## src/mtpl_pkg.sv

```systemverilog
// Shared types, codes and constants of the trie prefix lookup block.
`timescale 1ns / 1ps
package mtpl_pkg;

    localparam int NODES_DEF    = 65536;
    localparam int HEADROOM_DEF = 40;

    localparam logic MODE_INS = 1'b0;
    localparam logic MODE_LKP = 1'b1;

    localparam logic [1:0] ST_DONE = 2'd0;
    localparam logic [1:0] ST_DUP  = 2'd1;
    localparam logic [1:0] ST_FULL = 2'd2;

    localparam logic [3:0] SLOT_B3   = 4'd0;
    localparam logic [3:0] SLOT_B2   = 4'd8;
    localparam logic [3:0] SLOT_B1   = 4'd12;
    localparam logic [3:0] SLOT_FULL = 4'd14;

    localparam logic [5:0] MAX_LEN = 6'd32;
    localparam logic [3:0] LEVELS  = 4'd8;

    typedef enum logic [1:0] {
        S_CLEAR,
        S_IDLE,
        S_WALK,
        S_DONE
    } state_t;

    typedef struct packed {
        logic clear_en;
        logic start;
        logic step;
    } cmd_t;

    typedef struct packed {
        logic clear_done;
        logic finish;
    } stat_t;

endpackage

```

## src/mtpl_ctrl.sv

```systemverilog
// Controller state machine: clearing pass, accept, trie walk, result hand-off.
`timescale 1ns / 1ps
module mtpl_ctrl
    import mtpl_pkg::*;
(
    input  logic  clk,
    input  logic  rst_n,
    input  logic  in_valid,
    output logic  in_ready,
    output logic  out_valid,
    input  logic  out_ready,
    input  stat_t stat,
    output cmd_t  cmd
);

    state_t state_reg;
    state_t state_next;

    always_ff @(posedge clk or negedge rst_n)
    begin
        if (!rst_n)
        begin
            state_reg <= S_CLEAR;
        end
        else
        begin
            state_reg <= state_next;
        end
    end

    always_comb
    begin
        state_next = state_reg;
        cmd        = '0;
        in_ready   = 1'b0;
        out_valid  = 1'b0;
        case (state_reg)
            S_CLEAR:
            begin
                cmd.clear_en = 1'b1;
                if (stat.clear_done)
                begin
                    state_next = S_IDLE;
                end
            end
            S_IDLE:
            begin
                in_ready = 1'b1;
                if (in_valid)
                begin
                    cmd.start  = 1'b1;
                    state_next = S_WALK;
                end
            end
            S_WALK:
            begin
                cmd.step = 1'b1;
                if (stat.finish)
                begin
                    state_next = S_DONE;
                end
            end
            S_DONE:
            begin
                out_valid = 1'b1;
                if (out_ready)
                begin
                    state_next = S_IDLE;
                end
            end
            default:
            begin
                state_next = S_CLEAR;
            end
        endcase
    end

endmodule

```

## config.mk

```make
export PLATFORM = sky130hd
export DESIGN_NAME = mtpl_ctrl
export DESIGN_NICKNAME = d
export VERILOG_FILES = /design/src/mtpl_pkg.sv /design/src/mtpl_ctrl.sv
export SDC_FILE = /design/constraint.sdc
export NUM_CORES = 1
export LEC_CHECK = 0
export BUFFER_PORTS_ARGS = -buffer_cell sky130_fd_sc_hd__buf_2
export CORE_AREA = 8 8 45 47
export CTS_CLUSTER_SIZE = 10
export DETAILED_ROUTE_END_ITERATION = 8
export DIE_AREA = 0 0 53 55
export GPL_TIMING_DRIVEN = 0
export PLACE_DENSITY = 0.38
export SETUP_SLACK_MARGIN = 0.2
export SLEW_MARGIN = 20
export SYNTH_ARGS = -nofsm -noshare
export SYNTH_HDL_FRONTEND = slang
export SYNTH_SLANG_ARGS = --single-unit
```

## constraint.sdc

```tcl
create_clock -name clk -period 1.98 [get_ports clk]
set_input_delay 0.198 -clock clk [delete_from_list [all_inputs] [get_ports clk]]
set_output_delay 0.198 -clock clk [all_outputs]
set_load 0.02 [all_outputs]
```

Word-level counts from Yosys, hierarchy flattened
Cells that the tools add are included.
{"block": "totals", "inputBits": 6, "register_bits": 2, "word_cells": 21, "output_inout_bits": 5}
{"block": "op_classes", "mux": 11, "n_reduce_logical": 2, "n_eq_ne": 7}
{"operator": "2-bit two-way mux", "n": 4}
{"operator": "2-bit != test, second input constant", "n": 4}
{"operator": "2-bit case mux with 4 select lines", "n": 1}
{"operator": "1-bit two-way mux", "n": 6}
{"operator": "2-bit equality test, second input constant", "n": 2}
{"operator": "4-bit AND reduction", "n": 1}
{"operator": "2-bit by 1-bit equality test with 1-bit output, second input constant", "n": 1}
{"operator": "2-bit logical NOT", "n": 1}

Longest topological paths before layout
Gate-level depths: netlist of the first run.
{"block": "depth", "word_depth": 3, "ltp_mapped": 5, "depth_no_buf": 5}

Worst setup path after synthesis of the first run
No wires, ideal clock.
{"block": "synth_timing", "path_type": "reg-to-reg", "from": "register state_reg[0]", "to": "register state_reg[1]", "setup_ns": 0.125, "n_path_buf": 0, "t_required_ns": 1.855, "path_stages_with_launch": 6, "arrival_ns": 1.570, "synth_period_minus_slack_ns": 1.695, "path_slack_ns": 0.285, "path_cell_list": "dfrtp_1 -> inv_1 -> ha_1 -> nor2b_4 -> a2111oi_4 -> mux2_4"}
{"block": "synth_between", "elab_chain_len": 3, "elab_cells_between_ends": 10, "cone_classes": "eq/ne: 7; mux: 1; reduce/logical: 2"}
{"item": "start, declared", "line": "mtpl_ctrl.sv:16", "rtl": "state_t state_reg;"}
{"item": "start signal, assigned", "line": "mtpl_ctrl.sv:27", "rtl": "state_reg <= state_next;"}
{"item": "2-bit equality test, or another cell as far along", "line": "mtpl_ctrl.sv:37", "rtl": "case (state_reg)"}
{"item": "2-bit != test (no line)"}
{"item": "4-bit AND reduction (no line)"}
Several ways; a longest one is shown, not always the timed one.
A chain may end at the register's enable or synchronous reset.

Worst setup path after layout of the first run
Same ends and word-level chain as after synthesis.

==> summary.md, run 1 <==
| Metric | Value |
|---|---|
| CP Data Required Time | `2.08 ns` |
| Max FFs per register | `2` |
| Final Hold Viols | `0` |
| Initial antenna violation count | `0` |
| Outcome | `finished, final reports clean` |
| Worst r2r src | `state_reg[0]` |
| Peak supply drop | `0.000577 V` |
| Setup violations, final | `0` |
| Final hold slack | `0.298 ns` |
| Setup repair bufs after CTS | `0` |
| Die Width | `53 um` |
| Switching share of power | `43.1%` |
| Worst path arrival time | `1.80 ns` |
| FP Rows | `14` |
| Power Density | `1600 nW/um^2` |
| Root Buffer | `clkbuf_4` |
| Starting Density | `15.1%` |
| Synthesis-to-layout area growth | `49.1%` |
| WS Path Type | `reg -> reg` |
| I/O pins | `11` |
| Final Cell Area | `312 sq um` |
| Routed wire length | `480 um` |
| Crit path max fanout | `4` |
| Period minus WS final | `1.70 ns` |
| Die ar. | `2920 sq um` |
| Seq cells post-synth | `2` |
| Top Layer Used | `met3` |
| Worst clock skew | `0.00114 ns` |
| Drt first pass iters | `1` |
| PortBufs | `10` |
| RSZ-0062 raised after global routing | `no` |
| DRT iter0 DRCs | `0` |
| Largest net degree at the start of global routing | `5` |
| Clk network pwr share | `17.7%` |
| Placed Area | `279 sq um` |
| CP delay by family, top | `flip-flops` |
| ANT cells | `0` |
| Clk slew on worst S/H paths | `0.03 ns` |
| Core box area | `1380 sq um` |
| First-pass GRT wire length | `800 um` |
| Antenna Nets Post-Route | `0` |
| Vias per cell | `3.36` |
| GPL Wtd Cong | `0.669` |
| Net Switching | `0.215 mW` |
| Tcrit/Tclk final | `85.9%` |
| Syn avg cell area | `12.3 sq um` |
| Cell breakdown of the critical path | `inv_1 -> ha_1 -> nor2b_4 -> a2111oi_4 -> mux2_4` |
| Worst slew pin tran | `0.329 ns` |
| CTS sink cnt | `2` |
| Critical path origin | `state_reg[0]` |
| Netlist cell types | `9` |
| Relative slew slack | `78.1%` |
| Critical path startpoint category | `register` |
| Final Instance Count excl. Fillers | `47` |
| Share of post-route cells with drive strength above 1 | `51.6%` |
| Comb power frac | `64.9%` |
| Reg2reg path depth | `5` |
| Internal power | `0.284 mW` |
| Mapped Area | `209 sq um` |
| Maximum clock path buffer count | `2` |
| Ys Warns | `0` |
| Number of max-cap violations | `0` |
| Length of routed wiring on met1 | `227 um` |
| Buf+Inv Stages, Crit Path | `1` |
| Sequential share of power | `17.3%` |
| Worst Hold Class | `in -> async` |
| Number of global-route vias before repair | `192` |
| CTS Hold Bufs | `1` |
| Critical Path End Type | `register` |
| Cts bufs inserted | `3` |
| Fin. max-slew vios | `0` |
| TNS Setup | `0 ns` |
| Worst path max stage delay | `0.39 ns` |
| Reg2reg end | `state_reg[1]` |
| CTS tree | `done` |
| Tot Pwr | `0.498 mW` |
| Die height | `55 um` |
| Clk_lat worst skew | `0.22 ns` |
| Met2 WL post-DR | `165 um` |
| Mapped Cells | `17` |
| Fill cells | `153` |
| Leakage | `0.172 nW` |
| H-tree depth | `1` |
| DP Cell Count | `43` |
| DR vias | `158` |
| Gates resized, CTS repair | `0` |
| Net Count, Synth | `28` |
| Average wire per standard cell | `10.2 um` |
| Final layout net count | `44` |
| DPL Wire Length | `397 um` |
| FMAX | `0.588 GHz` |
| WL met3 | `87 um` |
| Slowest-stage cell, CP | `dfrtp_1` |
| Register area share after synthesis | `24.0%` |
| DRC | `0` |
| Grt ovf | `0` |
| R2r setup slk | `0.28 ns` |
| GRT Util Overall | `3.99%` |
## stage by stage
stage	setup WS, ns	util [%]
2_1_floorplan	0.285	-
3_3_place_gp	0.321	20.2
3_5_place_dp	0.282	20.2
4_1_cts	0.274	22.5
5_1_grt	0.203	22.5
6_report	0.279	22.5
## cells in the final DEF, fill, tap and decap left out, drive strengths merged
cell,instances
clkbuf,3
inv,3
a2111oi,1
dfrtp,2
mux2,1
and2,1
mux2i,1
dlygate4sd3,1
ha,5
nor2b,3
buf,10
## metal layers
layer / global-route usage (%) / vias up
li1: - / 82
met1: 4.56 / 65
met2: 4.10 / 11
met3: 2.67 / 0
met4: 5.17 / 0
met5: 0 / -
## worst register-to-register path, cell delays in order, from the launching register on
cell,delay [ns]
dfrtp_1,0.39
inv_1,0.10
ha_1,0.23
nor2b_4,0.14
a2111oi_4,0.38
mux2_4,0.34
## final cells by class
cell class | count | area, sq um | area share, %
Multi-Input combinational cell | 12 | 148 | 47.4
Timing Repair Buffer | 11 | 60.1 | 19.3
Sequential cell | 2 | 50.0 | 16.1
Clock buffer | 3 | 22.5 | 7.23
Tap cell | 16 | 20.0 | 6.43
Inverter | 3 | 11.3 | 3.61
## synthesized netlist by cell type
library cell  number  area [sq um]
ha_1               5          62.6
inv_1              3          11.3
dfrtp_1            2          50.1
nor2b_1            2          12.5
a2111oi_4          1          27.5
and2_1             1          6.26
mux2_4             1          15.0
mux2i_1            1          10.0
nor2b_4            1          13.8
## kinds of logic after synthesis
| kind of cell | synth area share [%] |
|---|---|
| AO/OA/AOI/OAI | 13.2 |
| adder cells (fa/ha/maj) | 29.9 |
| buffers and inverters | 5.39 |
| flip-flops | 24.0 |
| multiplexers | 12.0 |
| AND/OR/NAND/NOR | 15.6 |
## power by group through the flow
stage / sequential (mW) / combinational (mW) / clock, mW
floorplan: 0.0811 / 0.260 / 0
global placement: 0.0853 / 0.320 / 0
detailed placement: 0.0870 / 0.327 / 0
CTS: 0.0863 / 0.330 / 0.0944
global route: 0.0912 / 0.360 / 0.0997
finish: 0.0863 / 0.324 / 0.0885
## how the worst max path moves through the flow
| stage | end | slack, ns | depth (start not counted) |
|---|---|---|---|
| detailed placement | state_reg[1] | 0.28 | 5 |
| finish | state_reg[1] | 0.28 | 5 |
| global route | state_reg[1] | 0.20 | 5 |
| CTS | state_reg[1] | 0.27 | 5 |
| floorplan | state_reg[1] | 0.28 | 5 |
| global placement | state_reg[1] | 0.32 | 5 |
(Power assumes the default switching activity.)
==> run 2, diff against run 1 <==
- ABC_AREA: unset -> 1
- PLACE_DENSITY: 0.38 -> 0.4
==> run 2 against run 1 <==
- register-to-register slack better by 0.52 ns
- global-route usage up 0.43 points
- combinational power increased by 4%
- critical path depth unchanged
- clock power rose by 0.6%
- design area rose by 6.8%
- hold slack got worse by 0.0079 ns
- critical path type is now reg -> out
- highest routed layer unchanged
==> summary.md, run 2 <==
| Metric | Value |
|---|---|
| Final layout net count | `56` |
| Worst r2r src | `state_reg[0]` |
| Peak supply drop | `0.000276 V` |
| Cell taking the most area after synthesis | `ha_1` |
| First-pass GRT wire length | `876 um` |
| Commonest non-fill, non-tap cells in the layout | `buf_2 (10), inv_1 (8), nand2_1 (7), ha_1 (5)` |
| Die height | `55 um` |
| Ys Warns | `0` |
| Period minus WS final | `1.38 ns` |
| Worst Hold Class | `in -> async` |
| CTS tree | `done` |
| CTS sink cnt | `2` |
| DR vias | `205` |
| Final Hold Viols | `0` |
| DRT iter0 DRCs | `6` |
| CTS Hold Bufs | `1` |
| R2r setup slk | `0.80 ns` |
| Routed wire length | `462 um` |
| Leakage | `0.215 nW` |
| Net Count, Synth | `40` |
| Buf+Inv Stages, Crit Path | `3` |
| Share of flip-flops with an asynchronous set or reset | `100%` |
| Worst path arrival time | `1.19 ns` |
| PortBufs | `10` |
| Drt first pass iters | `4` |
| ANT cells | `0` |
| RSZ-0062 raised after global routing | `no` |
| FMAX | `0.722 GHz` |
| Final hold slack | `0.290 ns` |
| Final Cell Area | `333 sq um` |
| WS Path Type | `reg -> out` |
| DRC | `0` |
| Slowest-stage cell, CP | `dfrtp_1` |
| Grt ovf | `0` |
| Number of max-cap violations | `0` |
| CP Data Required Time | `1.78 ns` |
| Critical path startpoint category | `register` |
| Largest net degree at the start of global routing | `6` |
| Worst clock skew | `0.00144 ns` |
| Seq cells post-synth | `2` |
| Antenna Nets Post-Route | `0` |
| Maximum clock path buffer count | `2` |
| Average wire per standard cell | `7.83 um` |
| Root Buffer | `clkbuf_4` |
| Setup violations, final | `0` |
| I/O pins | `11` |
| Share of post-route cells with drive strength above 1 | `41.9%` |
| Commonest non-fill, non-tap cell in the layout | `buf_2` |
| CP dominant cell by count | `inv_1` |
| Power Density | `1550 nW/um^2` |
| Netlist cell types | `8` |
| GPL Wtd Cong | `0.670` |
| Yosys top cell area share | `27.2%` |
| Cell breakdown of the critical path | `inv_1 -> ha_1 -> nand2_1 -> inv_1 -> buf_2` |
| Cts bufs inserted | `3` |
| Mapped Cells | `29` |
| Clk slew on worst S/H paths | `0.03 ns` |
| Tcrit/Tclk final | `69.9%` |
| Critical Path End Type | `output port` |
| CP delay by family, top | `flip-flops` |
| Mapped Area | `230 sq um` |
| Most instantiated cells after synthesis | `inv_1 (8), nand2_1 (7), ha_1 (5)` |
| Placed Area | `300 sq um` |
| TNS Setup | `0 ns` |
| GRT Util Overall | `4.42%` |
| Setup repair bufs after CTS | `0` |
| Gates resized, CTS repair | `0` |
| Relative slew slack | `88.3%` |
| Tot Pwr | `0.516 mW` |
| Reg2reg end | `state_reg[0]` |
| Syn avg cell area | `7.94 sq um` |
| Worst slew pin tran | `0.175 ns` |
| Reg2reg path depth | `6` |
| Die ar. | `2920 sq um` |
| H-tree depth | `1` |
| Critical path origin | `state_reg[1]` |
| Post-synth EDFFs | `0` |
| DPL Wire Length | `389 um` |
| Initial antenna violation count | `0` |
| Die Width | `53 um` |
| Starting Density | `16.6%` |
| Crit path max fanout | `4` |
| Outcome | `finished, final reports clean` |
| Worst path max stage delay | `0.40 ns` |
| Fin. max-slew vios | `0` |
| Number of global-route vias before repair | `208` |
| Area contributors post-synth | `ha_1 (27%), dfrtp_1 (22%), nand2_4 (15%)` |
| Count leader, synth | `inv_1` |
| Clk_lat worst skew | `0.22 ns` |
| Core box area | `1380 sq um` |
| Max FFs per register | `2` |
| Synthesis-to-layout area growth | `44.6%` |
| Main synth FF type | `dfrtp_1` |
| FP Rows | `14` |
| Register area share after synthesis | `21.7%` |
| Vias per cell | `3.47` |
## run 2: metrics by stage
step	setup WS, ns	utilization [%]	std cells
CTS	0.576	24.1	59
global placement	0.778	21.7	55
detailed placement	0.791	21.7	55
finish	0.596	24.1	59
global route	0.466	24.1	59
floorplan	0.767	-	29
## run 2: kinds of logic (layout without fill, tap and decap cells)
| group | count (synthesis) | after routing | synth area share, % |
|---|---|---|---|
| flops | 2 | 2 | 21.7 |
| buf+inv | 8 | 22 | 13.0 |
| compound gates | 2 | 2 | 4.35 |
| simple gates | 12 | 12 | 33.7 |
| fa+ha+maj | 5 | 5 | 27.2 |
## run 2: worst max-delay path by stage
stage / endpoint / cells after the start
6_report: cmd[1] / 5
5_1_grt: cmd[1] / 5
4_1_cts: cmd[1] / 5
3_5_place_dp: state_reg[0] / 6
3_3_place_gp: state_reg[0] / 6
2_1_floorplan: state_reg[1] / 7
## run 2: area by class of cell
| cell class | count | area (sq um) |
|---|---|---|
| Timing Repair Buffer | 11 | 60.1 |
| Tap cell | 16 | 20.0 |
| Fill cell | 160 | 1050 |
| Clock buffer | 3 | 22.5 |
| Multi-Input combinational cell | 19 | 150 |
| Sequential cell | 2 | 50.0 |
| Inverter | 8 | 30.0 |
## run 2: report_power, final
| part | internal (mW) | leakage (nW) | switching (mW) |
|---|---|---|---|
| combinational | 0.127 | 0.177 | 0.209 |
| clock | 0.0668 | 0.0138 | 0.0222 |
| sequential | 0.0646 | 0.0236 | 0.0258 |
| total | 0.258 | 0.215 | 0.257 |
## run 2: layer usage
layer	GRT usage, %	part of all wire (%)
met4	3.88	0
met5	0	0
met2	5.86	48
met3	4.01	13
met1	4.10	39
